--- src/sv/slt_pkg.sv ---
// Shared types and constants for the scan line lattice block.
// No dependencies.
`default_nettype none
package slt_pkg;
  localparam int LinesW   = 10;
  localparam int SamplesW = 20;
  localparam int LineW    = 12;

  localparam logic [LinesW-1:0]   LinesReset   = 10'd625;
  localparam logic [SamplesW-1:0] SamplesReset = 20'd709379;
  localparam logic [SamplesW-1:0] WholeReset   = 20'd1135;
  localparam logic [LinesW-1:0]   RemReset     = 10'd4;

  localparam logic RegLines   = 1'b0;
  localparam logic RegSamples = 1'b1;

  typedef enum logic [1:0] {
    ST_IDLE = 2'b01,
    ST_DIV  = 2'b10
  } cfg_state_t;

  // frame settings and the nominal line length
  typedef struct packed {
    logic [LinesW-1:0]   lines;
    logic [SamplesW-1:0] samples;
    logic [SamplesW-1:0] whole;
    logic [LinesW-1:0]   rem;
    logic                busy;
  } lattice_t;
endpackage
`default_nettype wire

--- src/sv/slt_cfg.sv ---
// Frame registers and a bit-serial divider that forms samples / lines.
// Depends on slt_pkg.
`default_nettype none
module slt_cfg (
  input  wire logic                          clk,
  input  wire logic                          rst,
  input  wire logic                          cfg_we,
  input  wire logic                          cfg_index,
  input  wire logic [slt_pkg::SamplesW-1:0]  cfg_data,
  output slt_pkg::lattice_t                  lat
);
  logic [slt_pkg::LinesW-1:0]   lines;
  logic [slt_pkg::SamplesW-1:0] samples;
  logic [slt_pkg::SamplesW-1:0] whole;
  logic [slt_pkg::LinesW-1:0]   rem;
  logic [slt_pkg::SamplesW-1:0] dividend;
  logic [4:0]                   count;
  slt_pkg::cfg_state_t          state;
  logic [slt_pkg::LinesW:0]     trial;
  logic                         fits;

  assign trial = {rem, dividend[slt_pkg::SamplesW-1]};
  assign fits  = trial >= {1'b0, lines};

  always_ff @(posedge clk) begin
    if (rst) begin
      lines   <= slt_pkg::LinesReset;
      samples <= slt_pkg::SamplesReset;
      whole   <= slt_pkg::WholeReset;
      rem     <= slt_pkg::RemReset;
      state   <= slt_pkg::ST_IDLE;
      count   <= '0;
    end else if (cfg_we) begin
      if (cfg_index == slt_pkg::RegLines) begin
        lines    <= cfg_data[slt_pkg::LinesW-1:0];
        dividend <= samples;
      end else begin
        samples  <= cfg_data;
        dividend <= cfg_data;
      end
      whole <= '0;
      rem   <= '0;
      count <= '0;
      state <= slt_pkg::ST_DIV;
    end else begin
      case (state)
        slt_pkg::ST_IDLE: begin
        end
        slt_pkg::ST_DIV: begin
          if (lines == '0) begin
            // no lines: nominal fields stay zero
            state <= slt_pkg::ST_IDLE;
          end else begin
            dividend <= {dividend[slt_pkg::SamplesW-2:0], 1'b0};
            whole    <= {whole[slt_pkg::SamplesW-2:0], fits};
            rem      <= fits ? 10'(trial - {1'b0, lines}) : trial[slt_pkg::LinesW-1:0];
            count    <= count + 5'd1;
            if (count == 5'(slt_pkg::SamplesW - 1)) state <= slt_pkg::ST_IDLE;
          end
        end
        default: state <= slt_pkg::ST_IDLE;
      endcase
    end
  end

  assign lat = {lines, samples, whole, rem, (state != slt_pkg::ST_IDLE)};
endmodule
`default_nettype wire

--- src/sv/scan_line_lattice.sv ---
// Scan line lattice: start, length and phase of one line of a frame.
// Depends on slt_pkg and slt_cfg.
//
// Input channel: line_index with in_valid/in_ready. Output channel: six
// fields with out_valid/out_ready, one word out for each word in.
// Config: cfg_we writes the line count (index 0) or the sample count
// (index 1); each write starts a bit-serial divide of samples by
// lines (a single step when the line count is zero), during which in_ready is
// low. After reset the nominal length is preloaded and words are taken at once.
// From the accepting edge to out_valid a word passes 13 register
// stages: one multiply stage, one add stage, ten compare-subtract
// stages (one quotient bit each, for the fraction k*rem/lines of the line
// and of the next), and the output register. Throughput is one word per
// cycle while no divide runs. When out_valid is high and out_ready is low
// the whole pipeline holds and in_ready drops; nothing is lost or repeated.
`default_nettype none
module scan_line_lattice (
  input  wire logic                          clk,
  input  wire logic                          rst,
  input  wire logic                          cfg_we,
  input  wire logic                          cfg_index,
  input  wire logic [slt_pkg::SamplesW-1:0]  cfg_data,
  input  wire logic                          in_valid,
  output logic                               in_ready,
  input  wire logic [slt_pkg::LineW-1:0]     line_index,
  output logic                               out_valid,
  input  wire logic                          out_ready,
  output logic [slt_pkg::SamplesW-1:0]       start_sample,
  output logic [slt_pkg::SamplesW-1:0]       length_samples,
  output logic [slt_pkg::LinesW-1:0]         phase_numerator,
  output logic [slt_pkg::SamplesW-1:0]       nominal_whole,
  output logic [slt_pkg::LinesW-1:0]         nominal_remainder,
  output logic                               orthogonal
);
  localparam int NDiv = slt_pkg::LinesW;
  localparam int LW   = slt_pkg::LinesW;
  localparam int SW   = slt_pkg::SamplesW;

  typedef struct packed {
    logic          inr;
    logic          last;
    logic          lz;
    logic [SW-1:0] kw;
  } side_t;

  slt_pkg::lattice_t lat;
  logic              adv;

  slt_cfg u_cfg (
    .clk       (clk),
    .rst       (rst),
    .cfg_we    (cfg_we),
    .cfg_index (cfg_index),
    .cfg_data  (cfg_data),
    .lat       (lat)
  );

  assign adv      = !out_valid || out_ready;
  assign in_ready = adv && !lat.busy;

  // stage 0: products
  logic                v0;
  side_t               sd0;
  logic [SW-1:0]       p0;
  // stage 1: dividends for this line and the next
  logic                v1;
  side_t               sd1;
  logic [SW-1:0]       pa1, pb1;
  // divide stages
  logic                vd  [NDiv];
  side_t               sdd [NDiv];
  logic [LW-1:0]       ra  [NDiv], rb [NDiv];
  logic [LW-1:0]       qa  [NDiv], qb [NDiv];
  logic [LW-1:0]       la  [NDiv], lb [NDiv];

  logic [LW:0]         ta  [NDiv], tb [NDiv];
  logic [LW-1:0]       ria [NDiv], rib [NDiv];
  logic [LW-1:0]       qia [NDiv], qib [NDiv];
  logic [LW-1:0]       lia [NDiv], lib [NDiv];

  logic [LW-1:0]       k10;
  assign k10 = line_index[LW-1:0];

  always_comb begin
    ria[0] = pa1[SW-1:LW]; rib[0] = pb1[SW-1:LW];
    lia[0] = pa1[LW-1:0];  lib[0] = pb1[LW-1:0];
    qia[0] = '0;           qib[0] = '0;
    for (int j = 1; j < NDiv; j++) begin
      ria[j] = ra[j-1]; rib[j] = rb[j-1];
      lia[j] = la[j-1]; lib[j] = lb[j-1];
      qia[j] = qa[j-1]; qib[j] = qb[j-1];
    end
    for (int j = 0; j < NDiv; j++) begin
      ta[j] = {ria[j], lia[j][LW-1]};
      tb[j] = {rib[j], lib[j][LW-1]};
    end
  end

  always_ff @(posedge clk) begin
    if (rst) begin
      v0 <= 1'b0;
      v1 <= 1'b0;
      for (int j = 0; j < NDiv; j++) vd[j] <= 1'b0;
    end else if (adv) begin
      v0 <= in_valid && in_ready;
      v1 <= v0;
      vd[0] <= v1;
      for (int j = 1; j < NDiv; j++) vd[j] <= vd[j-1];
    end
  end

  always_ff @(posedge clk) begin
    if (adv) begin
      sd0.inr  <= {2'b00, lat.lines} > line_index;
      sd0.last <= {2'b00, lat.lines} == line_index + 12'd1;
      sd0.lz   <= lat.lines == '0;
      sd0.kw   <= {10'd0, k10} * lat.whole;
      p0       <= {10'd0, k10} * {10'd0, lat.rem};
      sd1 <= sd0;
      pa1 <= p0;
      pb1 <= p0 + {10'd0, lat.rem};
      sdd[0] <= sd1;
      for (int j = 1; j < NDiv; j++) sdd[j] <= sdd[j-1];
      for (int j = 0; j < NDiv; j++) begin
        la[j]  <= {lia[j][LW-2:0], 1'b0};
        lb[j]  <= {lib[j][LW-2:0], 1'b0};
        if (ta[j] >= {1'b0, lat.lines}) begin
          ra[j] <= LW'(ta[j] - {1'b0, lat.lines});
          qa[j] <= {qia[j][LW-2:0], 1'b1};
        end else begin
          ra[j] <= ta[j][LW-1:0];
          qa[j] <= {qia[j][LW-2:0], 1'b0};
        end
        if (tb[j] >= {1'b0, lat.lines}) begin
          rb[j] <= LW'(tb[j] - {1'b0, lat.lines});
          qb[j] <= {qib[j][LW-2:0], 1'b1};
        end else begin
          rb[j] <= tb[j][LW-1:0];
          qb[j] <= {qib[j][LW-2:0], 1'b0};
        end
      end
    end
  end

  // output stage: ceil of the fraction, start, next start, phase
  side_t         sf;
  logic [LW-1:0] qf_a, qf_b, rf_a, rf_b;
  logic [SW-1:0] start_c, next_c;
  assign sf   = sdd[NDiv-1];
  assign qf_a = qa[NDiv-1];
  assign qf_b = qb[NDiv-1];
  assign rf_a = ra[NDiv-1];
  assign rf_b = rb[NDiv-1];
  assign start_c = sf.kw + {10'd0, qf_a} + {19'd0, (rf_a != '0)};
  assign next_c  = sf.last ? lat.samples
                 : sf.kw + lat.whole + {10'd0, qf_b} + {19'd0, (rf_b != '0)};

  always_ff @(posedge clk) begin
    if (rst) begin
      out_valid <= 1'b0;
    end else if (adv) begin
      out_valid <= vd[NDiv-1];
    end
  end

  always_ff @(posedge clk) begin
    if (adv) begin
      if (sf.lz) begin
        start_sample    <= '0;
        length_samples  <= '0;
        phase_numerator <= '0;
      end else if (!sf.inr) begin
        start_sample    <= lat.samples;
        length_samples  <= '0;
        phase_numerator <= '0;
      end else begin
        start_sample    <= start_c;
        length_samples  <= next_c - start_c;
        phase_numerator <= (rf_a != '0) ? lat.lines - rf_a : '0;
      end
      nominal_whole     <= lat.whole;
      nominal_remainder <= lat.rem;
      orthogonal        <= !sf.lz && (lat.rem == '0);
    end
  end
endmodule
`default_nettype wire
--- config.mk ---
export PLATFORM = sky130hd
export DESIGN_NAME = scan_line_lattice
export DESIGN_NICKNAME = d
export VERILOG_FILES = /design/src/sv/slt_pkg.sv /design/src/sv/slt_cfg.sv /design/src/sv/scan_line_lattice.sv
export SDC_FILE = /design/constraint.sdc
export NUM_CORES = 2
export LEC_CHECK = 0
export BUFFER_PORTS_ARGS = -buffer_cell sky130_fd_sc_hd__buf_2
export CAP_MARGIN = 20
export CORE_MARGIN = 2
export CORE_UTILIZATION = 60
export DETAILED_ROUTE_END_ITERATION = 10
export GPL_TIMING_DRIVEN = 0
export PLACE_DENSITY = 0.77
export SLEW_MARGIN = 20
export SYNTH_ARGS = -nofsm -noshare
export SYNTH_HDL_FRONTEND = slang
export SYNTH_SLANG_ARGS = --single-unit
--- constraint.sdc ---
create_clock -name clk -period 38.1 [get_ports clk]
set_input_delay 9.525 -clock clk [delete_from_list [all_inputs] [get_ports clk]]
set_output_delay 9.525 -clock clk [all_outputs]
set_load 0.05 [all_outputs]
==> out/summary.txt <==
Status -> finished clean
Setup repair after global routing missed its margin -> false
Number of antenna violations at the first check in global routing -> 5
Slowest cell on crit path -> sky130_fd_sc_hd__nor3b_1
Met2 routed WL -> 55,700 um
Cell accounting for the most synthesized area -> sky130_fd_sc_hd__edfxtp_1
Routed length on met1 -> 48,700 um
Avg Vias per Cell -> 5.89
CTS-repair resized insts -> 0
Initial Utilization -> 0.603
First-pass detailed-route iteration total -> 6
Total global routing track utilization -> 0.262
Final net count -> 5,103
Net count after synthesis -> 4,873
Detailed Route WL -> 117,000 um
DIE AREA -> 89,300 sq um
Clock tree from TritonCTS -> built
Highest attainable clock frequency -> 47.2 MHz
Horiz. Die Dim -> 299 um
Top-count cell post-synth -> sky130_fd_sc_hd__edfxtp_1
Maximum number of pins on one net before global-route repair -> 115
Synth-to-Final Area Change -> 10.5%
Dominant cells by area after synthesis -> sky130_fd_sc_hd__edfxtp_1 (49%), sky130_fd_sc_hd__ha_1 (9.3%), sky130_fd_sc_hd__fa_1 (7.7%), sky130_fd_sc_hd__mux2_2 (3.1%), sky130_fd_sc_hd__xnor2_1 (2.8%)
Distinct cell type count of the synthesized netlist -> 80
Combined area of all synthesized cells -> 52,200 sq um
Element type at the critical path end -> primary output
Worst endpoint required time -> 28.57 ns
Gr ovfl total -> 0
Crit Path Max Fanout -> 10
Total number of H-tree levels -> 3
I/O pin count -> 121
Worst hold path class -> register to register
Max layer used -> met5
Slew Limit Fails -> 0
Synth Area per Inst -> 12.3 sq um
Fraction of the core area covered by cells at the end of the flow -> 0.667
Total of max-cap violations -> 0
Clock buffer count from CTS -> 92
Power per cell area -> 70.0 nW/um^2
Least-Margin Pin Slew -> 1.07 ns
Most prevalent standard cell on the critical path -> sky130_fd_sc_hd__buf_2
Worst stage delay on the critical path -> 1.00 ns
EDFF count, synth -> 845
Vias post-DR -> 33,600
Hold-fix buffers at CTS -> 0
Mean routed wirelength per cell -> 20.5 um
Share of synthesized area occupied by flip-flops and latches -> 0.514
Async SR Flop Fraction -> 0
Proportion of layout cells with a drive suffix above 1 -> 0.105
HPWL after DPL -> 83,300 um
Arrival time at the worst endpoint -> 11.67 ns
Setup crit start kind -> input port
Bufs on Longest Clock Path -> 3
Drt first-iter violations -> 3,243
Gate Count Post-Synth -> 4,248
Crit path kind -> input port to primary output
Total DRC errors in the routed layout -> 0
Site Rows -> 108
Relative slew slack -> 0.284
Vert. Die Dim -> 299 um
Cell at the root of the clock tree -> sky130_fd_sc_hd__clkbuf_16
Most common library cells after synthesis -> sky130_fd_sc_hd__edfxtp_1 (845), sky130_fd_sc_hd__ha_1 (386), sky130_fd_sc_hd__nand2_1 (382), sky130_fd_sc_hd__inv_1 (371), sky130_fd_sc_hd__fa_1 (201)
Routability congestion estimate from global placement -> 0.899
Area inside the core boundary -> 86,500 sq um
Min cycle time layout -> 21.20 ns
Insertion delay to the later sink of the worst-skew pair -> 0.66 ns
Clock transition at the registers of the reported paths -> 0.06 ns
Register bit total from synthesis -> 917
Syn. warnings -> 0
Number of port buffers -> 115
Leakage power -> 25.2 nW
Post-Route Setup TNS -> 0 ns
Number of failing hold endpoints at the final stage -> 0
Buffers inserted by post-CTS timing repair -> 0
Routed met3 length -> 9180 um
Chain of cells forming the critical path -> buf_2 -> nor2b_1 -> clkbuf_2 -> nor3b_1 -> buf_2
Antenna violation net count after detailed routing -> 0
CTS Sinks -> 917
Setup violation total in the final timing report -> 0
Number of global-route vias before repair -> 33,600
Post-route clock skew -> 0.0348 ns
Synth top area share -> 0.487
Final period utilization -> 0.556
Main flop type after synthesis -> sky130_fd_sc_hd__edfxtp_1
Highest ir drop seen on vdd -> 0.0731 mV
Wire length of the first global-routing pass -> 182,000 um
==> worst paths after layout <==
path | slack [ns] | to | cells past startpoint | start
worst min-delay path | 0.39 | qb[6][6] | 0 | qb[5][5]
worst max register to register | 31.72 | length_samples[19] | 23 | rb[9][4]
worst max-delay path | 16.90 | in_ready | 5 | out_ready
worst min register to register | 0.39 | qb[6][6] | 0 | qb[5][5]
==> state kept, by name (all words and copies together), names as in the netlist, 23 cells and up <==
register	flops
sdd	230
sd1	23
qa	55
rb	100
la	45
lb	45
qb	55
ra	100
sd0	23
==> through the flow <==
| step | power, mW | hold WS [ns] | instances | cell area, sq um | setup slack, ns |
|---|---|---|---|---|---|
| 5_1_grt | 4.29 | 0.402 | 5710 | 57700 | 16.97 |
| 6_report | 4.04 | 0.393 | 5711 | 57700 | 16.90 |
| 3_5_place_dp | 3.13 | 0.405 | 5539 | 54700 | 17.04 |
| 2_1_floorplan | 2.79 | 0.400 | 4248 | 52200 | 17.57 |
| 3_3_place_gp | 3.08 | 0.400 | 5518 | 54200 | 13.19 |
| 4_1_cts | 4.04 | 0.394 | 5709 | 57600 | 17.03 |
==> worst max-delay path, delay by kind of cell <==
family / cells / cell delay (ns)
and+or+nand+nor: 2 / 1.16
buffers and inverters: 3 / 0.97
==> cells in the final DEF, fill, tap and decap left out, types with 120 or more instances in the layout <==
cell,instances
sky130_fd_sc_hd__a21oi_1,166
sky130_fd_sc_hd__inv_1,361
sky130_fd_sc_hd__edfxtp_1,845
sky130_fd_sc_hd__nor2_1,190
sky130_fd_sc_hd__and2_1,145
sky130_fd_sc_hd__buf_2,120
sky130_fd_sc_hd__o21ai_0,149
sky130_fd_sc_hd__fa_1,201
sky130_fd_sc_hd__xnor2_1,169
sky130_fd_sc_hd__mux2_2,143
sky130_fd_sc_hd__ha_1,386
sky130_fd_sc_hd__nand2_1,382
==> layout make-up <==
type / instances / area (sq um)
Antenna cell: 2 / 5.00
Buffer: 101 / 395
Clock buffer: 115 / 2430
Clock inverter: 55 / 534
Fill cell: 6225 / 28800
Inverter: 373 / 1410
Multi-Input combinational cell: 2857 / 23600
Sequential cell: 917 / 26800
Tap cell: 1155 / 1450
Timing Repair Buffer: 136 / 1060
==> per-layer routing <==
metal | track usage | vias up
met1 | 0.355 | 16500
met5 | 0 | -
li1 | - | 15700
met2 | 0.434 | 1178
met4 | 0.0792 | 4
met3 | 0.0462 | 213
==> where the power goes <==
| part | switching [mW] | internal [mW] |
|---|---|---|
| combinational | 0.865 | 0.707 |
| sequential | 0.126 | 1.45 |
| clock | 0.386 | 0.504 |
| total | 1.38 | 2.66 |
==> kinds of logic after synthesis <==
family          share of synthesized area
compound gates                     0.0895
xor+xnor                           0.0422
fa+ha+maj                           0.170
buf+inv                            0.0343
flops                               0.514
mux                                0.0460
simple gates                        0.104
Note: power is estimated with default switching activity, not from simulation.
